## src/hdl/tilb_pkg.sv

```systemverilog
// ---------------------------------------------------------------------------
// Terminal input line buffer: package
// Sizes, character codes and the item and control structures of the block.
// ---------------------------------------------------------------------------
package tilb_pkg;

    // Line store size and the widths that follow from it.
    localparam int LINE_CAPACITY = 4096;
    localparam int ADDR_W        = $clog2(LINE_CAPACITY);
    localparam int CNT_W         = $clog2(LINE_CAPACITY + 1);

    localparam logic [CNT_W-1:0] CAP_CNT = CNT_W'(LINE_CAPACITY);

    // Character codes.
    localparam logic [7:0] CH_LF  = 8'h0A;
    localparam logic [7:0] CH_CR  = 8'h0D;
    localparam logic [7:0] CH_EOT = 8'h04;

    // Input item function codes.
    localparam logic FUNC_RX  = 1'b0;
    localparam logic FUNC_REQ = 1'b1;

    // Result destination codes.
    localparam logic DEST_ECHO   = 1'b0;
    localparam logic DEST_READER = 1'b1;

    typedef struct packed {
        logic       func;
        logic [7:0] rx_byte;
    } in_item_t;

    typedef struct packed {
        logic       dest;
        logic [7:0] out_byte;
        logic       last;
    } out_item_t;

    // Description of the results one input item produces.
    typedef struct packed {
        logic       valid;
        logic       dest;
        logic       use_mem;
        logic       two;
        logic [7:0] byte0;
    } res_desc_t;

    // Line store access requested by the control logic.
    typedef struct packed {
        logic              we;
        logic [ADDR_W-1:0] waddr;
        logic [7:0]        wdata;
        logic [ADDR_W-1:0] raddr;
    } mem_req_t;

endpackage

```

## src/hdl/tilb_line_ctrl.sv

```systemverilog
// ---------------------------------------------------------------------------
// Terminal input line buffer: line control
// Holds the line counters and flags, and decides for each accepted item
// which results it produces and how the line store is accessed.
// ---------------------------------------------------------------------------
module tilb_line_ctrl (
    input  logic                clk,
    input  logic                rst_n,
    input  logic                accept,
    input  tilb_pkg::in_item_t  item,
    output tilb_pkg::res_desc_t desc,
    output tilb_pkg::mem_req_t  mem_req
);
    import tilb_pkg::*;

    logic [CNT_W-1:0] write_count_reg;
    logic [CNT_W-1:0] write_count_next;
    logic [CNT_W-1:0] read_index_reg;
    logic [CNT_W-1:0] read_index_next;
    logic             line_complete_reg;
    logic             line_complete_next;
    logic             reader_known_reg;
    logic             reader_known_next;

    // Decision logic for the item at the input.
    always_comb
    begin
        write_count_next   = write_count_reg;
        read_index_next    = read_index_reg;
        line_complete_next = line_complete_reg;
        reader_known_next  = reader_known_reg;

        desc         = '0;
        desc.dest    = DEST_ECHO;
        desc.byte0   = CH_LF;
        mem_req      = '0;
        mem_req.waddr = write_count_reg[ADDR_W-1:0];
        mem_req.wdata = item.rx_byte;
        mem_req.raddr = read_index_reg[ADDR_W-1:0];

        if (item.func == FUNC_RX)
        begin
            if (!line_complete_reg)
            begin
                if (item.rx_byte inside {CH_LF, CH_CR, CH_EOT})
                begin
                    // Line end: if a reader waits, push the first character, or LF for an empty line.
                    line_complete_next = 1'b1;
                    if (reader_known_reg)
                    begin
                        desc.valid = 1'b1;
                        desc.dest  = DEST_READER;
                        if (write_count_reg != '0)
                        begin
                            desc.use_mem    = 1'b1;
                            mem_req.raddr   = '0;
                            read_index_next = CNT_W'(1);
                        end
                        else
                        begin
                            line_complete_next = 1'b0;
                        end
                    end
                end
                else if (write_count_reg >= CAP_CNT)
                begin
                    // Overflow: echo LF then CR and empty the line.
                    desc.valid       = 1'b1;
                    desc.two         = 1'b1;
                    write_count_next = '0;
                end
                else
                begin
                    // Ordinary character: echo and store it.
                    desc.valid       = 1'b1;
                    desc.byte0       = item.rx_byte;
                    mem_req.we       = 1'b1;
                    write_count_next = write_count_reg + CNT_W'(1);
                end
            end
        end
        else
        begin
            desc.dest = DEST_READER;
            if (!line_complete_reg)
            begin
                reader_known_next = 1'b1;
            end
            else if (read_index_reg < write_count_reg)
            begin
                // Deliver the next stored character.
                desc.valid      = 1'b1;
                desc.use_mem    = 1'b1;
                read_index_next = read_index_reg + CNT_W'(1);
            end
            else
            begin
                // Whole line delivered: close it with LF and clear it.
                desc.valid         = 1'b1;
                write_count_next   = '0;
                read_index_next    = '0;
                line_complete_next = 1'b0;
            end
        end

        if (!accept)
        begin
            mem_req.we = 1'b0;
        end
    end

    // State registers, updated only when an item is accepted.
    always_ff @(posedge clk or negedge rst_n)
    begin
        if (!rst_n)
        begin
            write_count_reg   <= '0;
            read_index_reg    <= '0;
            line_complete_reg <= 1'b0;
            reader_known_reg  <= 1'b0;
        end
        else if (accept)
        begin
            write_count_reg   <= write_count_next;
            read_index_reg    <= read_index_next;
            line_complete_reg <= line_complete_next;
            reader_known_reg  <= reader_known_next;
        end
    end

endmodule

```

## config.mk

```make
export PLATFORM = sky130hd
export DESIGN_NAME = tilb_line_ctrl
export DESIGN_NICKNAME = d
export VERILOG_FILES = /design/src/hdl/tilb_pkg.sv /design/src/hdl/tilb_line_ctrl.sv
export SDC_FILE = /design/constraint.sdc
export NUM_CORES = 1
export LEC_CHECK = 0
export BUFFER_PORTS_ARGS = -buffer_cell sky130_fd_sc_hd__buf_2
export CORE_AREA = 5 5 89 91
export CTS_CLUSTER_DIAMETER = 50
export DETAILED_ROUTE_END_ITERATION = 8
export DIE_AREA = 0 0 94 96
export PLACE_DENSITY = 0.55
export RECOVER_POWER = 100
export SYNTH_ARGS = -nofsm -noshare
export SYNTH_HDL_FRONTEND = slang
export SYNTH_SLANG_ARGS = --single-unit
```

## constraint.sdc

```tcl
create_clock -name clk -period 2.2 [get_ports clk]
set_input_delay 0 -clock clk [delete_from_list [all_inputs] [get_ports clk]]
set_output_delay 0 -clock clk [all_outputs]
set_load 0.05 [all_outputs]
```

# ---- Word level (Yosys, flattened, before mapping)
# Cells that the tools add are included.
dict set report classes {
  n_reduce_logical 8
  n_shift 0
  n_addsub 2
  eq_ne 7
  mux 40
  order_cmp 2
  n_div 0
  n_mul 0
  bitwise 1
}
# cell n
set ops {}
lappend ops {{$mux 13} 13}
lappend ops {{$mux 12} 6}
lappend ops {{$add 13x1->13 const B} 2}
lappend ops {{$mux 9} 2}
lappend ops {{$eq 8x4->1 const B} 2}
lappend ops {{$mux 1} 15}
lappend ops {{$ge 13x13->1 const B} 1}
lappend ops {{$lt 13x13->1} 1}
lappend ops {{$reduce_bool 13->1} 1}
lappend ops {{$eq 8x3->1 const B} 1}
lappend ops {{$mux 8} 1}
lappend ops {{$mux 3} 2}
lappend ops {{$ne 2x2->1 const B} 3}
lappend ops {{$reduce_and 6->1} 1}
lappend ops {{$reduce_bool 2->1} 3}
lappend ops {{$reduce_and 5->1} 1}
lappend ops {{$reduce_and 3->1} 1}
lappend ops {{$reduce_bool 3->1} 1}
lappend ops {{$mux 2} 1}
lappend ops {{$ne 2x1->1 const B} 1}
lappend ops {{$not 1->1} 1}
dict set report word_totals {
  ramBits 0
  output_inout_bits 45
  latchBits 0
  word_cells 64
  mem_count 0
  input_bits 12
  ff_bits 28
  rom_bits 0
}

# ---- Depth between registers and ports, before layout
# Gate-level depths: netlist of run 1.
dict set report logic_depth {
  depth_word 6
  depth_mapped 9
  depth_no_buf 7
}

# ---- Worst setup path after synthesis of run 1
# No wires, ideal clock.
dict set report synth_path {
  kind {reg2out}
  from {register write_count_reg[2]}
  to {output desc[9] (netlist bit)}
  path_buffers 2
  path_slack_ns 0.038
  path_stages_with_launch 10
  arrival_time_ns 2.162
  path_cell_list {dfrtp_1 clkbuf_1 inv_1 ha_1 a211oi_1 o21ai_0 o21ai_1 buf_2 nand3_1 nand2_1}
}
# element line_no
set synth_lines {}
lappend synth_lines {{start, declared} tilb_line_ctrl.sv:16} ;# logic [CNT_W-1:0] write_count_reg;
lappend synth_lines {{start signal, assigned} tilb_line_ctrl.sv:124} ;# write_count_reg <= write_count_next;
lappend synth_lines {{end, declared} tilb_line_ctrl.sv:11} ;# output tilb_pkg::res_desc_t desc,

==> results of run 1 <==
## synth_stat cells (9+ instances only)
cell     number  area (um2)
a32oi_1      11        96.3
a21oi_1      22         110
nand2_1      22        82.6
nor2_1        9        33.8
and2_1       10        62.6
o21ai_0      10        50.1
ha_1         15         188
buf_4        22         165
dfrtp_1      28         701
o22ai_1      12        75.1
nand3_1      15        75.1
nand4_1       9        56.3
inv_1        28         105
a31oi_1      10        62.6
## through the flow
| step | cell area, um2 | instances | worst slack, ns |
|---|---|---|---|
| after floorplan | 2360 | 289 | 0.0384 |
| after global placement | 2670 | 429 | 0.147 |
| after detailed placement | 2670 | 429 | 0.135 |
| after CTS | 2760 | 434 | -0.0171 |
| after global routing | 2800 | 438 | -0.0169 |
| final | 2800 | 438 | 0.111 |
## worst max path at each step
stage               depth (start not counted)  slack (ns)          to          startpoint
floorplan                                   9        0.04     desc[9]  write_count_reg[2]
global placement                            9        0.15     desc[9]  write_count_reg[8]
detailed placement                          8        0.13     desc[9]   read_index_reg[6]
CTS                                         8       -0.02     desc[9]   read_index_reg[6]
global route                                8       -0.02  mem_req[1]  write_count_reg[1]
finish                                      8        0.11  mem_req[1]  write_count_reg[0]
## layer usage
metal | track usage (%) | part of all wire, % | up-vias
li1 | - | - | 1140
met1 | 21.0 | 47 | 1110
met2 | 25.0 | 47 | 73
met3 | 1.33 | 4.9 | 5
met4 | 4.33 | 0.76 | 0
met5 | 0 | 0 | -
## kinds of logic (layout without fill, tap and decap cells)
logic type	Yosys count	count (layout)	share of synthesized area [%]
muxes	1	1	0.425
AOI/OAI and AO/OA	82	82	22.6
buffers and inverters	62	112	14.2
xor gates and xnor gates	1	1	0.372
DFF	28	28	29.7
adders and majority gates	15	15	7.96
and+or+nand+nor	100	100	24.7
## power by group through the flow
stage	Sequential, mW	Combinational (mW)	Clock (mW)
after floorplan	0.689	1.31	0
after global placement	0.689	1.74	0
after detailed placement	0.692	1.75	0
after CTS	0.682	1.83	0.303
after global routing	0.700	2.16	0.322
final	0.687	1.99	0.289
## layout make-up
class                           instances  area, um2  area share [%]
Multi-Input combinational cell        199       1370            48.8
Tap cell                               99        124            4.42
Sequential cell                        28        707            25.2
Clock buffer                            3       41.3            1.47
Inverter                               28        105            3.75
Timing Repair Buffer                   81        459            16.4
## what timing repair did
action | 4_1_cts | 5_1_grt
hold buffers | 1 | 0
setup endpoints to repair | 4 | 18
buffers inserted | 1 | 4
pin swaps | 0 | 2
gates resized for setup | 6 | 17
endpoints found under the hold margin | 28 | 0
==> out/qor.yml, run 1 <==
clk_path_buf_depth: 2
slew_violations: 29
pin_count: 57
rows: 31
cts_made_buffers: 3
ir_drop_uv: 518
cp.required_ns: 2.20
hp-class: "in -> reg"
dieWidth_um: 94
end_kind: "primary output"
rrSetupSlack_ns: 0.17
startpoint_type: "register"
cts_max_level: 1
power.leakage_nw: 1.19
violations: "max-capacitance violations, max-slew violations"
powerDensity_nw_per_um2: 1060
async_flop_share_pct: 100
slowest_delay_ns: 0.43
ant_nets: 0
antenna_found_initial: 0
routed_wl_mm: 6.72
arrival_ns: 2.09
totalPowerFinal_mw: 2.96
first_pass_iters: 5
status: "finished, violations left"
cts_num_sinks: 28
worst_slew_pin_slew_ns: 1.70
switching_power_mw: 1.53
r2r_cells: 9
drive_gt1_share_pct: 23.3
initial_core_util_pct: 33.4
maxCapViolCount: 1
period_needed_ns: 2.09
rsz0062_at_grt: "yes"
final_common_cell: "inv_1"
synth_edf_count: 0
cp.buffers_inverters: 3
r2r-start: "write_count_reg[10]"
dr.first_iter.drc_count: 169
nets: 368
grt_max_degree: 29
timing.fmax_mhz: 479
coreArea_um2: 7060
syn_avg_cell_area_um2: 8.16
grt_pass1_vias: 2225
p_clk_share_pct: 9.8
p_seq_share_pct: 23.2
antennaDiodeCount: 0
whs_ns: 0.106
utilization_pct: 39.7
holdPathStages: 2
post-dp-hpwl_mm: 4.96
crit_chain: "inv_1 > ha_1 > nor4b_4 > a31oi_2 > buf_6 > nand2_1 > and2_1 > clkbuf_4"
die_h_um: 96
layout_common_cells: "inv_1 (27), clkbuf_1 (24), dfrtp_1 (23), buf_4 (23)"
syn_area_um2: 2360
combinationalPowerShare_pct: 67.0
drc: 0
slew_headroom_pct: -13.3
setup_violations: 0
fin_skew_ns: 0.00398
clk_latency_ns: 0.28
critPathMaxFanout: 11
hold_end: "reader_known_reg"
place.gp.congestion: 0.815
clk_pin_slew_ns: 0.10
synth_flop_cell: "dfrtp_1"
gr-total-overflow: 0
vias_per_cell: 5.32
grt_pass1_wl_mm: 11.0
intPower_mw: 1.43
worstHoldStart: "item[8]"
wl_per_cell_um: 15.3
crit_type: "reg -> out"
nFillCells: 776
synth_fp_nets: 316
grt_use_total_pct: 15.1
yosysWarnings: 0
area.growth.synth_to_final_pct: 18.9
vias: 2328
final.period_utilization_pct: 95.0
cts_root_buffer: "clkbuf_8"
tns_ns: 0
ys_ff_latch: 28
dieArea_um2: 9020
crit_family: "buffers and inverters"
synthCells: 289
timing.rr.end: "read_index_reg[4]"
cts_tree: "yes"
hold_violations: 0
p_sw_share_pct: 51.8
cp_slowest_cell: "dfrtp_1"
synth_cell_types: 46
portBuffers: 56
synth-seq-area-share_pct: 29.7
No activity file was read; power rests on OpenSTA's default activity.
==> inputs of run 2 (changes only) <==
--- a/config.mk
+++ b/config.mk
@@ -6,11 +6,11 @@
 export NUM_CORES = 1
 export LEC_CHECK = 0
 export BUFFER_PORTS_ARGS = -buffer_cell sky130_fd_sc_hd__buf_2
-export CORE_AREA = 5 5 89 91
+export CORE_AREA = 5 5 107 89
 export CTS_CLUSTER_DIAMETER = 50
 export DETAILED_ROUTE_END_ITERATION = 8
-export DIE_AREA = 0 0 94 96
-export PLACE_DENSITY = 0.55
+export DIE_AREA = 0 0 112 94
+export PLACE_DENSITY = 0.48
 export RECOVER_POWER = 100
 export SYNTH_ARGS = -nofsm -noshare
 export SYNTH_HDL_FRONTEND = slang
==> run 2 against run 1 <==
- the run still ends with max-capacitance violations, max-slew violations left
- sequential share of layout area decreased by 0.78 points
- first-iteration DRC count shrank 26%
- clock skew is 0.0055 ns higher
- critical path depth is 1 higher
- critical path type is now reg -> reg
==> out/qor.yml, run 2 (synthesis results as in run 1) <==
antennaDiodeCount: 0  # unchanged
first_pass_iters: 4  # -1
grt_max_degree: 29  # unchanged
utilization_pct: 34.9  # -4.8 points
cts_num_sinks: 28  # unchanged
ir_drop_uv: 711  # +37%
whs_ns: 0.103  # -0.00338 ns
grt_pass1_vias: 2143  # -3.7%
post-dp-hpwl_mm: 5.26  # +6.2%
gr-total-overflow: 0  # unchanged
grt_use_total_pct: 13.4  # -1.7 points
crit_top_cell: "buf_4"
final_common_cell: "buf_2"
crit_chain: "inv_1 > ha_1 > nand4_1 > a211oi_2 > o21ai_2 > buf_4 > a31oi_2 > buf_4 > mux2i_1"
period_needed_ns: 2.11  # +0.0246 ns
tns_ns: 0  # unchanged
fin_skew_ns: 0.00950  # +0.00552 ns
clk_latency_ns: 0.29  # about the same
cts_made_buffers: 3  # unchanged
layout_common_cells: "buf_2 (44), inv_1 (27), buf_4 (27)"
clk_path_buf_depth: 2  # unchanged
grt_pass1_wl_mm: 11.5  # +4.9%
portBuffers: 56  # unchanged
hp-class: "in -> reg"
r2r-start: "write_count_reg[9]"
dr.first_iter.drc_count: 125  # -26%
placedCellCount: 443  # +3.3%
dieArea_um2: 10500  # +17%
worst_slew_pin_slew_ns: 1.64  # -0.0552 ns
nets: 370  # +0.54%
arrival_ns: 2.33  # +0.24 ns
cp.required_ns: 2.42  # +0.22 ns
rsz0062_at_grt: "yes"
totalPowerFinal_mw: 3.15  # +6.4%
hold_violations: 0  # unchanged
crit_type: "reg -> reg"
cts_max_level: 1  # unchanged
area.growth.synth_to_final_pct: 22.8
vias_per_cell: 5.09  # -4.1%
power.leakage_nw: 1.28  # +8.3%
timing.fmax_mhz: 473  # -1.2%
setup_violations: 0  # unchanged
violations: "max-capacitance violations, max-slew violations"
slowest_delay_ns: 0.43  # about the same
die_h_um: 94  # -2.1%
slew_violations: 29  # unchanged
timing.rr.end: "write_count_reg[12]"
ant_nets: 0  # unchanged
cts_tree: "yes"
coreArea_um2: 8300  # +18%
worstHoldStart: "item[8]"
status: "finished, violations left"
end_kind: "register"
antenna_found_initial: 0  # unchanged
pin_count: 57  # unchanged
r2r_cells: 9  # unchanged
drive_gt1_share_pct: 28.7  # +5.4 points
rows: 30  # -3.2%
vias: 2313  # -0.64%
drc: 0  # unchanged
cp_slowest_cell: "dfrtp_2"
maxCapViolCount: 1  # unchanged
slew_headroom_pct: -9.63  # +3.7 points
startpoint_type: "register"
clk_pin_slew_ns: 0.11  # about the same
final.period_utilization_pct: 96.1  # +1.1 points
powerDensity_nw_per_um2: 1090  # +3.1%
dieWidth_um: 112  # +19%
place.gp.congestion: 0.828  # +1.6%
rrSetupSlack_ns: 0.09  # -0.08 ns
initial_core_util_pct: 28.4  # -5.0 points
cts_root_buffer: "clkbuf_8"
wl_per_cell_um: 15.9  # +3.9%
routed_wl_mm: 7.23  # +7.7%
hold_end: "line_complete_reg"
layoutNonFillerInstCount: 454  # +3.7%
holdPathStages: 2  # unchanged
critPathMaxFanout: 7  # -4
==> run 2: routing by layer <==
metal / part of all wire [%] / GRT usage (%) / up-vias
met4: 0.37 / 2.40 / 0
li1: - / - / 1144
met2: 42 / 20.4 / 76
met3: 5.8 / 2.51 / 2
met5: 0 / 0 / -
met1: 52 / 19.7 / 1091
==> run 2: worst max path at each step <==
stage          slack, ns  cells past startpoint                 from             endpoint
2_1_floorplan       0.04                      9   write_count_reg[2]              desc[9]
3_3_place_gp        0.07                      8   write_count_reg[9]   write_count_reg[2]
3_5_place_dp        0.08                      8   write_count_reg[9]  write_count_reg[12]
4_1_cts             0.02                      9  write_count_reg[11]              desc[9]
5_1_grt            -0.04                      9   write_count_reg[9]  write_count_reg[12]
6_report            0.09                      9   write_count_reg[9]  write_count_reg[12]
==> run 2: power breakdown <==
| part | switching [mW] | internal, mW |
|---|---|---|
| sequential | 0.0755 | 0.598 |
| combinational | 1.35 | 0.702 |
| clock | 0.183 | 0.244 |
| total | 1.61 | 1.54 |
==> run 2: layout make-up <==
| type | count | area (um2) |
|---|---|---|
| clock buffers | 3 | 41.3 |
| clock inverters | 1 | 30.0 |
| fillers | 887 | 5400 |
| inverters | 28 | 105 |
| multi-input cells | 199 | 1390 |
| flip-flops and latches | 28 | 707 |
| well taps | 112 | 140 |
| repair buffers | 83 | 485 |
==> run 2: per-stage QoR <==
stage	area (um2)	setup slack, ns
6_report	2890	0.0863
5_1_grt	2890	-0.0379
4_1_cts	2810	0.0168
3_5_place_dp	2700	0.0798
3_3_place_gp	2700	0.0733
2_1_floorplan	2360	0.0384
==> run 2: repair_timing <==
item / 4_1_cts / 5_1_grt
setup endpoints to repair: 1 / 39
setup buffers: 2 / 3
endpoints found under the hold margin: 28 / 0
gates cloned: 0 / 1
resized for setup: 4 / 22
hold buffers: 1 / 0
pin swaps: 1 / 4
==> run 2: critical path: cells and delay by family, from the launching register on <==
| kind | cells | cell delay (ns) |
|---|---|---|
| AO/OA/AOI/OAI | 3 | 0.51 |
| buffers and inverters | 3 | 0.45 |
| flip-flops | 1 | 0.43 |
| adder cells (fa/ha/maj) | 1 | 0.28 |
| multiplexers | 1 | 0.19 |
| AND/OR/NAND/NOR | 1 | 0.18 |
